<file path="config.mk">
export PLATFORM = sky130hd
export DESIGN_NAME = pedal_hold_cruise_controller_flat
export DESIGN_NICKNAME = d
export VERILOG_FILES = /design/src/sv/phcc_pkg.sv /design/src/sv/phcc_ifs.sv /design/src/sv/pedal_hold_cruise_controller.sv /design/src/sv/phcc_cfg_regs.sv /design/src/sv/phcc_step_logic.sv /design/src/flat_wrapper.sv
export SDC_FILE = /design/constraint.sdc
export NUM_CORES = 1
export LEC_CHECK = 0
export BUFFER_PORTS_ARGS = -buffer_cell sky130_fd_sc_hd__buf_4
export CORE_UTILIZATION = 60
export DETAILED_ROUTE_END_ITERATION = 8
export PLACE_DENSITY = 0.78
export SYNTH_ARGS = -nofsm -noshare
export SYNTH_HDL_FRONTEND = slang
export SYNTH_SLANG_ARGS = --single-unit
</file>
<file path="constraint.sdc">
create_clock -name clk -period 20.4 [get_ports clk]
set_clock_uncertainty 0.15 [all_clocks]
set_input_delay 4.08 -clock clk [delete_from_list [all_inputs] [get_ports clk]]
set_output_delay 4.08 -clock clk [all_outputs]
set_load 0.01 [all_outputs]
</file>
<file path="src/sv/phcc_pkg.sv">
package phcc_pkg;

	// button codes
	typedef enum logic [2:0] {
		BTN_NONE     = 3'd0,
		BTN_UP       = 3'd1,
		BTN_VOL_UP   = 3'd2,
		BTN_VOL_DOWN = 3'd3,
		BTN_INFO     = 3'd4,
		BTN_SOURCE   = 3'd5,
		BTN_DOWN     = 3'd6
	} button_t;

	// configuration register indexes
	localparam int CFG_IDX_W = 3;
	localparam int CFG_DATA_W = 16;
	localparam logic [CFG_IDX_W-1:0] REG_PEDAL_MIN       = 3'd0;
	localparam logic [CFG_IDX_W-1:0] REG_RPM_LIMIT       = 3'd1;
	localparam logic [CFG_IDX_W-1:0] REG_STEP_FACTOR     = 3'd2;
	localparam logic [CFG_IDX_W-1:0] REG_SWITCH_DELAY_MS = 3'd3;
	localparam logic [CFG_IDX_W-1:0] REG_BUTTON_DIVIDER  = 3'd4;

	// configuration reset values
	localparam logic [9:0]  PEDAL_MIN_RST       = 10'd100;
	localparam logic [13:0] RPM_LIMIT_RST       = 14'd4000;
	localparam logic [15:0] STEP_FACTOR_RST     = 16'd655;
	localparam logic [15:0] SWITCH_DELAY_MS_RST = 16'd1000;
	localparam logic [7:0]  BUTTON_DIVIDER_RST  = 8'd3;

	localparam logic [9:0] HOLD_MAX = 10'd1023;

	typedef struct packed {
		logic [2:0]  button;
		logic [9:0]  pedal_a;
		logic [9:0]  pedal_b;
		logic        pedal_plugged;
		logic        car_linked;
		logic        braking;
		logic [13:0] engine_rpm;
		logic [31:0] now_ms;
	} tick_item_t;

	typedef struct packed {
		logic       switch_on;
		logic [9:0] duty_a;
		logic [9:0] duty_b;
		logic       duty_changed;
		logic       cruise_led;
	} result_item_t;

	typedef struct packed {
		logic [9:0]  pedal_min;
		logic [13:0] rpm_limit;
		logic [15:0] step_factor;
		logic [15:0] switch_delay_ms;
		logic [7:0]  button_divider;
	} cfg_t;

	typedef struct packed {
		logic        cruise_on;
		logic        capture_pending;
		logic [9:0]  hold_a;
		logic [9:0]  hold_b;
		logic [7:0]  tick_count;
		logic        link_was_up;
		logic        last_enable_seen;
		logic [31:0] toggle_time;
		logic        switch_level;
		logic [9:0]  last_duty_a;
		logic [9:0]  last_duty_b;
	} state_t;

endpackage

</file>
<file path="src/sv/phcc_ifs.sv">
// tick channel
interface phcc_tick_if;
	logic                  valid;
	logic                  ready;
	phcc_pkg::tick_item_t  data;
	modport source(output valid, output data, input ready);
	modport sink(input valid, input data, output ready);
endinterface

// result channel
interface phcc_result_if;
	logic                    valid;
	logic                    ready;
	phcc_pkg::result_item_t  data;
	modport source(output valid, output data, input ready);
	modport sink(input valid, input data, output ready);
endinterface

// configuration write channel
interface phcc_cfg_if;
	logic                               valid;
	logic                               ready;
	logic [phcc_pkg::CFG_IDX_W-1:0]     index;
	logic [phcc_pkg::CFG_DATA_W-1:0]    wdata;
	modport source(output valid, output index, output wdata, input ready);
	modport sink(input valid, input index, input wdata, output ready);
endinterface

</file>
<file path="src/sv/pedal_hold_cruise_controller.sv">
// pedal-hold cruise controller, one control tick per transaction
// a tick passes through the input register, the step logic and the result register
// throughput: one tick per cycle while results are taken, set by the single-pass step logic
// between the two registers; a stalled result holds the tick in the input register,
// ticks stop once both registers are full
// reset (arst_n low, asynchronous): both stages empty, registers at their defaults, cruise off
module pedal_hold_cruise_controller (
	input  logic                  clk,
	input  logic                  arst_n,
	phcc_tick_if.sink             tick,
	phcc_result_if.source         result,
	phcc_cfg_if.sink              cfg
);

	phcc_pkg::cfg_t         cfg_cur;
	phcc_pkg::state_t       state_q;
	phcc_pkg::state_t       state_nxt;
	phcc_pkg::result_item_t res_nxt;
	phcc_pkg::tick_item_t   item_s1;
	logic                   valid_s1;
	phcc_pkg::result_item_t res_q;
	logic                   res_valid_q;
	logic                   advance;

	// configuration registers
	assign cfg.ready = 1'b1;

	phcc_cfg_regs u_cfg_regs (
		.clk      (clk),
		.arst_n   (arst_n),
		.wr_en    (cfg.valid && cfg.ready),
		.wr_index (cfg.index),
		.wr_data  (cfg.wdata),
		.cfg      (cfg_cur)
	);

	// handshake control
	assign advance    = valid_s1 && (!res_valid_q || result.ready);
	assign tick.ready = !valid_s1 || advance;

	// input register
	always_ff @(posedge clk or negedge arst_n) begin
		if (!arst_n) begin
			valid_s1 <= 1'b0;
		end else if (tick.ready) begin
			valid_s1 <= tick.valid;
		end
	end

	always_ff @(posedge clk) begin
		if (tick.valid && tick.ready) begin
			item_s1 <= tick.data;
		end
	end

	// step logic
	phcc_step_logic u_step_logic (
		.cfg  (cfg_cur),
		.cur  (state_q),
		.item (item_s1),
		.nxt  (state_nxt),
		.res  (res_nxt)
	);

	// controller state
	always_ff @(posedge clk or negedge arst_n) begin
		if (!arst_n) begin
			state_q.cruise_on        <= 1'b0;
			state_q.capture_pending  <= 1'b0;
			state_q.hold_a           <= 10'd0;
			state_q.hold_b           <= 10'd0;
			state_q.tick_count       <= 8'd0;
			state_q.link_was_up      <= 1'b0;
			state_q.last_enable_seen <= 1'b1;
			state_q.toggle_time      <= 32'd0;
			state_q.switch_level     <= 1'b0;
			state_q.last_duty_a      <= 10'd1;
			state_q.last_duty_b      <= 10'd1;
		end else if (advance) begin
			state_q <= state_nxt;
		end
	end

	// result register
	always_ff @(posedge clk or negedge arst_n) begin
		if (!arst_n) begin
			res_valid_q <= 1'b0;
		end else if (advance) begin
			res_valid_q <= 1'b1;
		end else if (result.ready) begin
			res_valid_q <= 1'b0;
		end
	end

	always_ff @(posedge clk) begin
		if (advance) begin
			res_q <= res_nxt;
		end
	end

	assign result.valid = res_valid_q;
	assign result.data  = res_q;

endmodule

</file>
<file path="src/sv/phcc_cfg_regs.sv">
module phcc_cfg_regs (
	input  logic                            clk,
	input  logic                            arst_n,
	input  logic                            wr_en,
	input  logic [phcc_pkg::CFG_IDX_W-1:0]  wr_index,
	input  logic [phcc_pkg::CFG_DATA_W-1:0] wr_data,
	output phcc_pkg::cfg_t                  cfg
);

	phcc_pkg::cfg_t cfg_q;

	// register writes, unknown indexes ignored
	always_ff @(posedge clk or negedge arst_n) begin
		if (!arst_n) begin
			cfg_q.pedal_min       <= phcc_pkg::PEDAL_MIN_RST;
			cfg_q.rpm_limit       <= phcc_pkg::RPM_LIMIT_RST;
			cfg_q.step_factor     <= phcc_pkg::STEP_FACTOR_RST;
			cfg_q.switch_delay_ms <= phcc_pkg::SWITCH_DELAY_MS_RST;
			cfg_q.button_divider  <= phcc_pkg::BUTTON_DIVIDER_RST;
		end else if (wr_en) begin
			case (wr_index)
				phcc_pkg::REG_PEDAL_MIN:       cfg_q.pedal_min       <= wr_data[9:0];
				phcc_pkg::REG_RPM_LIMIT:       cfg_q.rpm_limit       <= wr_data[13:0];
				phcc_pkg::REG_STEP_FACTOR:     cfg_q.step_factor     <= wr_data;
				phcc_pkg::REG_SWITCH_DELAY_MS: cfg_q.switch_delay_ms <= wr_data;
				phcc_pkg::REG_BUTTON_DIVIDER:  cfg_q.button_divider  <= wr_data[7:0];
				default: ;
			endcase
		end
	end

	assign cfg = cfg_q;

endmodule

</file>
<file path="src/sv/phcc_step_logic.sv">
module phcc_step_logic (
	input  phcc_pkg::cfg_t         cfg,
	input  phcc_pkg::state_t       cur,
	input  phcc_pkg::tick_item_t   item,
	output phcc_pkg::state_t       nxt,
	output phcc_pkg::result_item_t res
);

	// step size: product scaled down, at least one
	function automatic logic [9:0] step_of(input logic [9:0] v, input logic [15:0] f);
		logic [25:0] prod;
		logic [9:0]  s;
		prod = 26'(v) * 26'(f);
		s = prod[25:16];
		return (s == 10'd0) ? 10'd1 : s;
	endfunction

	function automatic logic [9:0] step_up(input logic [9:0] v, input logic [15:0] f);
		logic [10:0] sum;
		sum = {1'b0, v} + {1'b0, step_of(v, f)};
		return sum[10] ? phcc_pkg::HOLD_MAX : sum[9:0];
	endfunction

	function automatic logic [9:0] step_down(input logic [9:0] v, input logic [15:0] f);
		logic [9:0] s;
		s = step_of(v, f);
		return (s > v) ? 10'd0 : v - s;
	endfunction

	logic [7:0]  cnt;
	logic        sample;
	logic        cruise_1, pending_1;
	logic [9:0]  hold_a_1, hold_b_1;
	logic        drop;
	logic        cruise_2;
	logic [9:0]  hold_a_2, hold_b_2;
	logic        take;
	logic        too_low;
	logic        cruise_3, pending_3;
	logic [9:0]  hold_a_3, hold_b_3;
	logic        toggled;
	logic [31:0] toggle_3;
	logic [31:0] elapsed;
	logic        waiting;
	logic        level_3;

	// button sampling
	always_comb begin
		cnt       = cur.tick_count + 8'd1;
		sample    = !(cnt < cfg.button_divider);
		cruise_1  = cur.cruise_on;
		pending_1 = cur.capture_pending;
		hold_a_1  = cur.hold_a;
		hold_b_1  = cur.hold_b;
		if (sample) begin
			case (phcc_pkg::button_t'(item.button))
				phcc_pkg::BTN_UP: begin
					cruise_1  = 1'b1;
					pending_1 = 1'b1;
				end
				phcc_pkg::BTN_VOL_UP: begin
					hold_a_1 = step_up(cur.hold_a, cfg.step_factor);
					hold_b_1 = step_up(cur.hold_b, cfg.step_factor);
				end
				phcc_pkg::BTN_VOL_DOWN: begin
					hold_a_1 = step_down(cur.hold_a, cfg.step_factor);
					hold_b_1 = step_down(cur.hold_b, cfg.step_factor);
				end
				phcc_pkg::BTN_SOURCE: begin
					cruise_1 = 1'b0;
					hold_a_1 = 10'd0;
					hold_b_1 = 10'd0;
				end
				default: ;
			endcase
		end
	end

	// safety checks
	always_comb begin
		drop = !item.pedal_plugged
			|| (item.car_linked && (item.braking || item.engine_rpm > cfg.rpm_limit))
			|| (!item.car_linked && cur.link_was_up);
		cruise_2 = drop ? 1'b0 : cruise_1;
		hold_a_2 = drop ? 10'd0 : hold_a_1;
		hold_b_2 = drop ? 10'd0 : hold_b_1;
	end

	// pedal capture, a reading under the minimum drops cruise again
	always_comb begin
		take      = cruise_2 && pending_1;
		too_low   = (item.pedal_a < cfg.pedal_min) || (item.pedal_b < cfg.pedal_min);
		cruise_3  = cruise_2;
		pending_3 = pending_1;
		hold_a_3  = hold_a_2;
		hold_b_3  = hold_b_2;
		if (take) begin
			pending_3 = 1'b0;
			cruise_3  = !too_low;
			hold_a_3  = too_low ? 10'd0 : item.pedal_a;
			hold_b_3  = too_low ? 10'd0 : item.pedal_b;
		end
	end

	// switch with delayed turn-on, wrap-safe elapsed time
	always_comb begin
		toggled  = (cruise_3 != cur.last_enable_seen);
		toggle_3 = toggled ? item.now_ms : cur.toggle_time;
		elapsed  = item.now_ms - toggle_3;
		waiting  = cruise_3 && (elapsed < {16'd0, cfg.switch_delay_ms});
		level_3  = waiting ? cur.switch_level : cruise_3;
	end

	// next state and result
	always_comb begin
		nxt.cruise_on        = cruise_3;
		nxt.capture_pending  = pending_3;
		nxt.hold_a           = hold_a_3;
		nxt.hold_b           = hold_b_3;
		nxt.tick_count       = sample ? 8'd0 : cnt;
		nxt.link_was_up      = item.car_linked;
		nxt.last_enable_seen = cruise_3;
		nxt.toggle_time      = toggle_3;
		nxt.switch_level     = level_3;
		nxt.last_duty_a      = hold_a_3;
		nxt.last_duty_b      = hold_b_3;

		res.switch_on    = level_3;
		res.duty_a       = hold_a_3;
		res.duty_b       = hold_b_3;
		res.duty_changed = (hold_a_3 != cur.last_duty_a) || (hold_b_3 != cur.last_duty_b);
		res.cruise_led   = cruise_3;
	end

endmodule

</file>
<file path="src/flat_wrapper.sv">
// flat-port wrapper written by rule: the top's interface ports become plain ports
module pedal_hold_cruise_controller_flat 
  (clk, arst_n, tick_valid, tick_data, tick_ready, result_valid, result_data, result_ready, cfg_valid, cfg_index, cfg_wdata, cfg_ready);
  phcc_tick_if tick_i ();
  phcc_result_if result_i ();
  phcc_cfg_if cfg_i ();
  input  logic clk;
  input  logic arst_n;
  input wire logic [$bits(tick_i.valid)-1:0] tick_valid;
  input wire logic [$bits(tick_i.data)-1:0] tick_data;
  output wire logic [$bits(tick_i.ready)-1:0] tick_ready;
  output wire logic [$bits(result_i.valid)-1:0] result_valid;
  output wire logic [$bits(result_i.data)-1:0] result_data;
  input wire logic [$bits(result_i.ready)-1:0] result_ready;
  input wire logic [$bits(cfg_i.valid)-1:0] cfg_valid;
  input wire logic [$bits(cfg_i.index)-1:0] cfg_index;
  input wire logic [$bits(cfg_i.wdata)-1:0] cfg_wdata;
  output wire logic [$bits(cfg_i.ready)-1:0] cfg_ready;
  assign tick_i.valid = tick_valid;
  assign tick_i.data = tick_data;
  assign tick_ready = tick_i.ready;
  assign result_valid = result_i.valid;
  assign result_data = result_i.data;
  assign result_i.ready = result_ready;
  assign cfg_i.valid = cfg_valid;
  assign cfg_i.index = cfg_index;
  assign cfg_i.wdata = cfg_wdata;
  assign cfg_ready = cfg_i.ready;
  pedal_hold_cruise_controller u_core (.clk(clk), .arst_n(arst_n), .tick(tick_i), .result(result_i), .cfg(cfg_i));
endmodule
</file>
==> PnR_summary.wiki <==
{| class="wikitable"
! Metric !! Value
|-
| Count of flip-flops with a built-in enable after synthesis || between 90 and 100
|-
| Num CTS Buffers || 25
|-
| Antenna violations before repair || 1
|-
| Total setup violations reported at the end of the flow || 0
|-
| Final nets || between 3000 and 4000
|-
| Die Y-Extent || 202.9 um
|-
| Final sum of negative setup slack || 0 ns
|-
| Number of warnings reported in the yosys synthesis log || 0
|-
| Maximum number of pins on one net before global-route repair || 76
|-
| Endpoint of the worst register-to-register path || u_core.result.data[1]
|-
| Unrepaired setup endpoints after global routing || false
|-
| Setup Crit Path Kind || register to register
|-
| Synthesis-to-layout area growth || 8.673%
|-
| Final Hold Violating Endpoints || 0
|-
| Standard-cell row count || 73
|-
| Number of resized instances in the post-cts repair step || 0
|-
| H-tree depth reported by CTS || 1
|-
| Clock net sink count || 228
|-
| Initial Utilization || 60.96%
|-
| Average wire per cell in the routed design || 20.01 um
|-
| Total of flip-flops plus latches after synthesis || 228
|-
| CTS Hold Buffers Added || 0
|-
| Buffers on Ports || 120
|-
| Distinct cell type count after synthesis || 97
|-
| DRC marker count from the first detailed-route iteration || 1539
|-
| First-pass GRT wire length || 104.3 mm
|-
| Count of final max-slew check failures || 0
|-
| Die width || 202.9 um
|-
| CP Data Arrival Time || about 11 ns
|-
| Vias in the first global route || 20127
|-
| Ant. Diodes || 0
|-
| Clock network latency to the later pin of the worst-skew pair || 0.55 ns
|-
| Register-to-Register Path Depth || 33
|-
| Max Clock Freq || 95.19 MHz
|-
| Cell type contributing the most total cell area after synthesis || sky130_fd_sc_hd__fa_1
|-
| Buffers inserted during post-CTS setup optimization || 0
|-
| Clock-pin transition on the worst setup and hold timing paths || 0.07 ns
|-
| Worst flop-to-flop path startpoint || u_core.state_q[3]
|-
| Post-Synthesis Mean Instance Area || approximately 9.3 um^2
|-
| Commonest register cell after synthesis || sky130_fd_sc_hd__dfrtp_1
|-
| Top cells by area, synth || sky130_fd_sc_hd__fa_1 18%, sky130_fd_sc_hd__ha_1 13%, sky130_fd_sc_hd__edfxtp_1 12%
|-
| Top-level I/O count || between 100 and 150
|-
| TritonCTS clock tree || yes
|-
| Crit path launch type || register
|-
| Cell occurring most often along the worst timing path || sky130_fd_sc_hd__fa_1
|-
| Power density relative to cell area || 111.4 nW/um^2
|-
| Layout cells sized above 1 || 12.03%
|-
| Sequential cell area fraction in the yosys report || 25.65%
|-
| DRT Pass-1 Iters || 5
|-
| Sum of internal, switching and leakage power || 2.933 mW
|-
| Hold Crit Endpoint || u_core.state_q[54]
|-
| Post-detailed-placement half-perimeter wirelength || 47.67 mm
|-
| Area of the core region || 39730 um^2
|-
| Biggest fanout along the worst timing path || 22
|-
| Required arrival time at the worst endpoint || roughly 20 ns
|-
| Slack of the critical path || about 9.9 ns
|-
| Actual slew at the worst max-slew pin || between 1 and 1.5 ns
|-
| Global route total overflow || 0
|-
| Kind of capture point of the worst setup path || register
|-
| Routed via count divided by cell count || 6.036
|-
| Final WL || 63.74 mm
|-
| Maximum ir drop on the vdd rail || 0.09118 mV
|-
| Outcome || complete, no violations
|-
| Detailed-route via count || 19226
|-
| Largest incremental delay on the critical path || slightly above 0.9 ns
|-
| Longest Clk Path Bufs || 3
|-
| Worst setup timing slack at the placement stage || 10.08 ns
|-
| Gpl congestion || 0.9312
|-
| Root buffer cell || sky130_fd_sc_hd__clkbuf_16
|-
| Worst min-delay path category || register to register
|-
| Number of nets produced by synthesis || 3163
|-
| Pleak || 12.47 nW
|-
| Combined area of all synthesized cells || roughly 24000 um^2
|-
| Worst rel slew slack || between 30% and 40%
|-
| Slack of the worst reg-to-reg path || 9.90 ns
|-
| Drt drc || 0
|-
| Number of nets with antenna violations after routing || 0
|-
| All-Layer GR Usage || 32.04%
|-
| Hold slack final || 0.3355 ns
|-
| Critical Path Slowest Stage Cell || sky130_fd_sc_hd__dfrtp_1
|-
| Mapped Cells || 2598
|-
| Async set or reset register ratio after synthesis || roughly 58%
|-
| Area share of the largest cell type after synthesis || 18.43%
|-
| Cell count of the worst hold path || 2
|-
| Max Cap Violations || 0
|-
| Final Cycle Share || 51.49%
|-
| Startpoint of the worst hold path || u_core.state_q[54]
|-
| Final critical path time including I/O delays and setup || 10.50 ns
|-
| Area of the die || roughly 40000 um^2
|-
| Final core area utilization || 66.25%
|}
-- cells in the final DEF (no fill, tap or decap), types with 26 or more instances in the layout --
master	instances
sky130_fd_sc_hd__a21oi_1	93
sky130_fd_sc_hd__and2_1	157
sky130_fd_sc_hd__buf_4	143
sky130_fd_sc_hd__dfrtp_1	107
sky130_fd_sc_hd__dfstp_2	26
sky130_fd_sc_hd__edfxtp_1	95
sky130_fd_sc_hd__fa_1	223
sky130_fd_sc_hd__ha_1	246
sky130_fd_sc_hd__inv_1	355
sky130_fd_sc_hd__mux2_2	42
sky130_fd_sc_hd__mux2i_2	30
sky130_fd_sc_hd__nand2_1	330
sky130_fd_sc_hd__nand2b_1	31
sky130_fd_sc_hd__nand3_1	40
sky130_fd_sc_hd__nor2_1	107
sky130_fd_sc_hd__o21ai_0	109
sky130_fd_sc_hd__o21ai_1	32
sky130_fd_sc_hd__xnor2_1	37
-- worst max-delay path by stage --
stage                            start                     to  cells after the start
floorplan           u_core.state_q[11]  u_core.result.data[1]                     36
global placement     u_core.state_q[3]  u_core.result.data[1]                     33
detailed placement   u_core.state_q[3]  u_core.result.data[1]                     33
CTS                  u_core.state_q[3]  u_core.result.data[1]                     33
global route         u_core.state_q[3]  u_core.result.data[1]                     33
finish               u_core.state_q[3]  u_core.result.data[1]                     33
-- critical path: cells and delay by family, from the launching register on --
kind / cells / cell delay [ns]
adders and majority gates: 8 / 3.55
AOI/OAI and AO/OA: 11 / 3.45
and+or+nand+nor: 9 / 1.65
DFF: 1 / 0.92
xor gates and xnor gates: 1 / 0.29
buffers and inverters: 4 / 0.21
-- cell type report --
class / count / area (um^2)
multi-input combinational: 1886 / 16190
fill: 3127 / 13410
sequential: 228 / 6213
inverter: 356 / 1336
timing repair buffer: 144 / 1085
tap: 525 / 656.9
clock buffer: 27 / 633.1
clock inverter: 19 / 209.0
-- registers in the layout, summed over array words and instances, names as in the netlist --
name,count
u_core.state_q,67
u_core.item_s1,72
u_core.u_cfg_regs.cfg,64
u_core.result.valid,1
u_core.result.data,23
u_core.valid_s1,1
-- cells in the mapped netlist, drive strengths merged, types with 42 or more instances --
cell and instances:
inv 356, nand2 331, ha 246, fa 223, and2 159, o21ai 142, dfrtp 107, nor2 107
clkbuf 105, a21oi 95, edfxtp 95, mux2 42
-- metrics by stage --
stage	instance area, um^2	instances
6_report	26320	3185
4_1_cts	26320	3185
5_1_grt	26320	3185
3_3_place_gp	25480	3139
2_1_floorplan	24220	2598
3_5_place_dp	25480	3139
-- kinds of logic after synthesis --
kind of cell / synth area share, %
buf+inv: 7.723
flops: 25.65
xor+xnor: 2.206
compound gates: 12.93
mux: 3.864
fa+ha+maj: 31.14
other cells: 0.01548
simple gates: 16.47
-- per-layer routing --
layer  track usage [%]  vias up  part of all wire (%)
li1                  -     8796                     -
met1             42.26     9384                    41
met2             52.32      871                    47
met3             5.618      175                   7.9
met4             13.16        0                   4.3
met5                 0        -                     0
-- power breakdown --
| group | switching, mW | internal, mW | total, mW | leakage, nW |
|---|---|---|---|---|
| combinational | 1.04 | 0.743 | 1.79 | 9.50 |
| sequential | 0.109 | 0.564 | 0.673 | 2.55 |
| clock | 0.197 | 0.276 | 0.473 | 0.416 |
No activity file was read; power rests on OpenSTA's default activity.
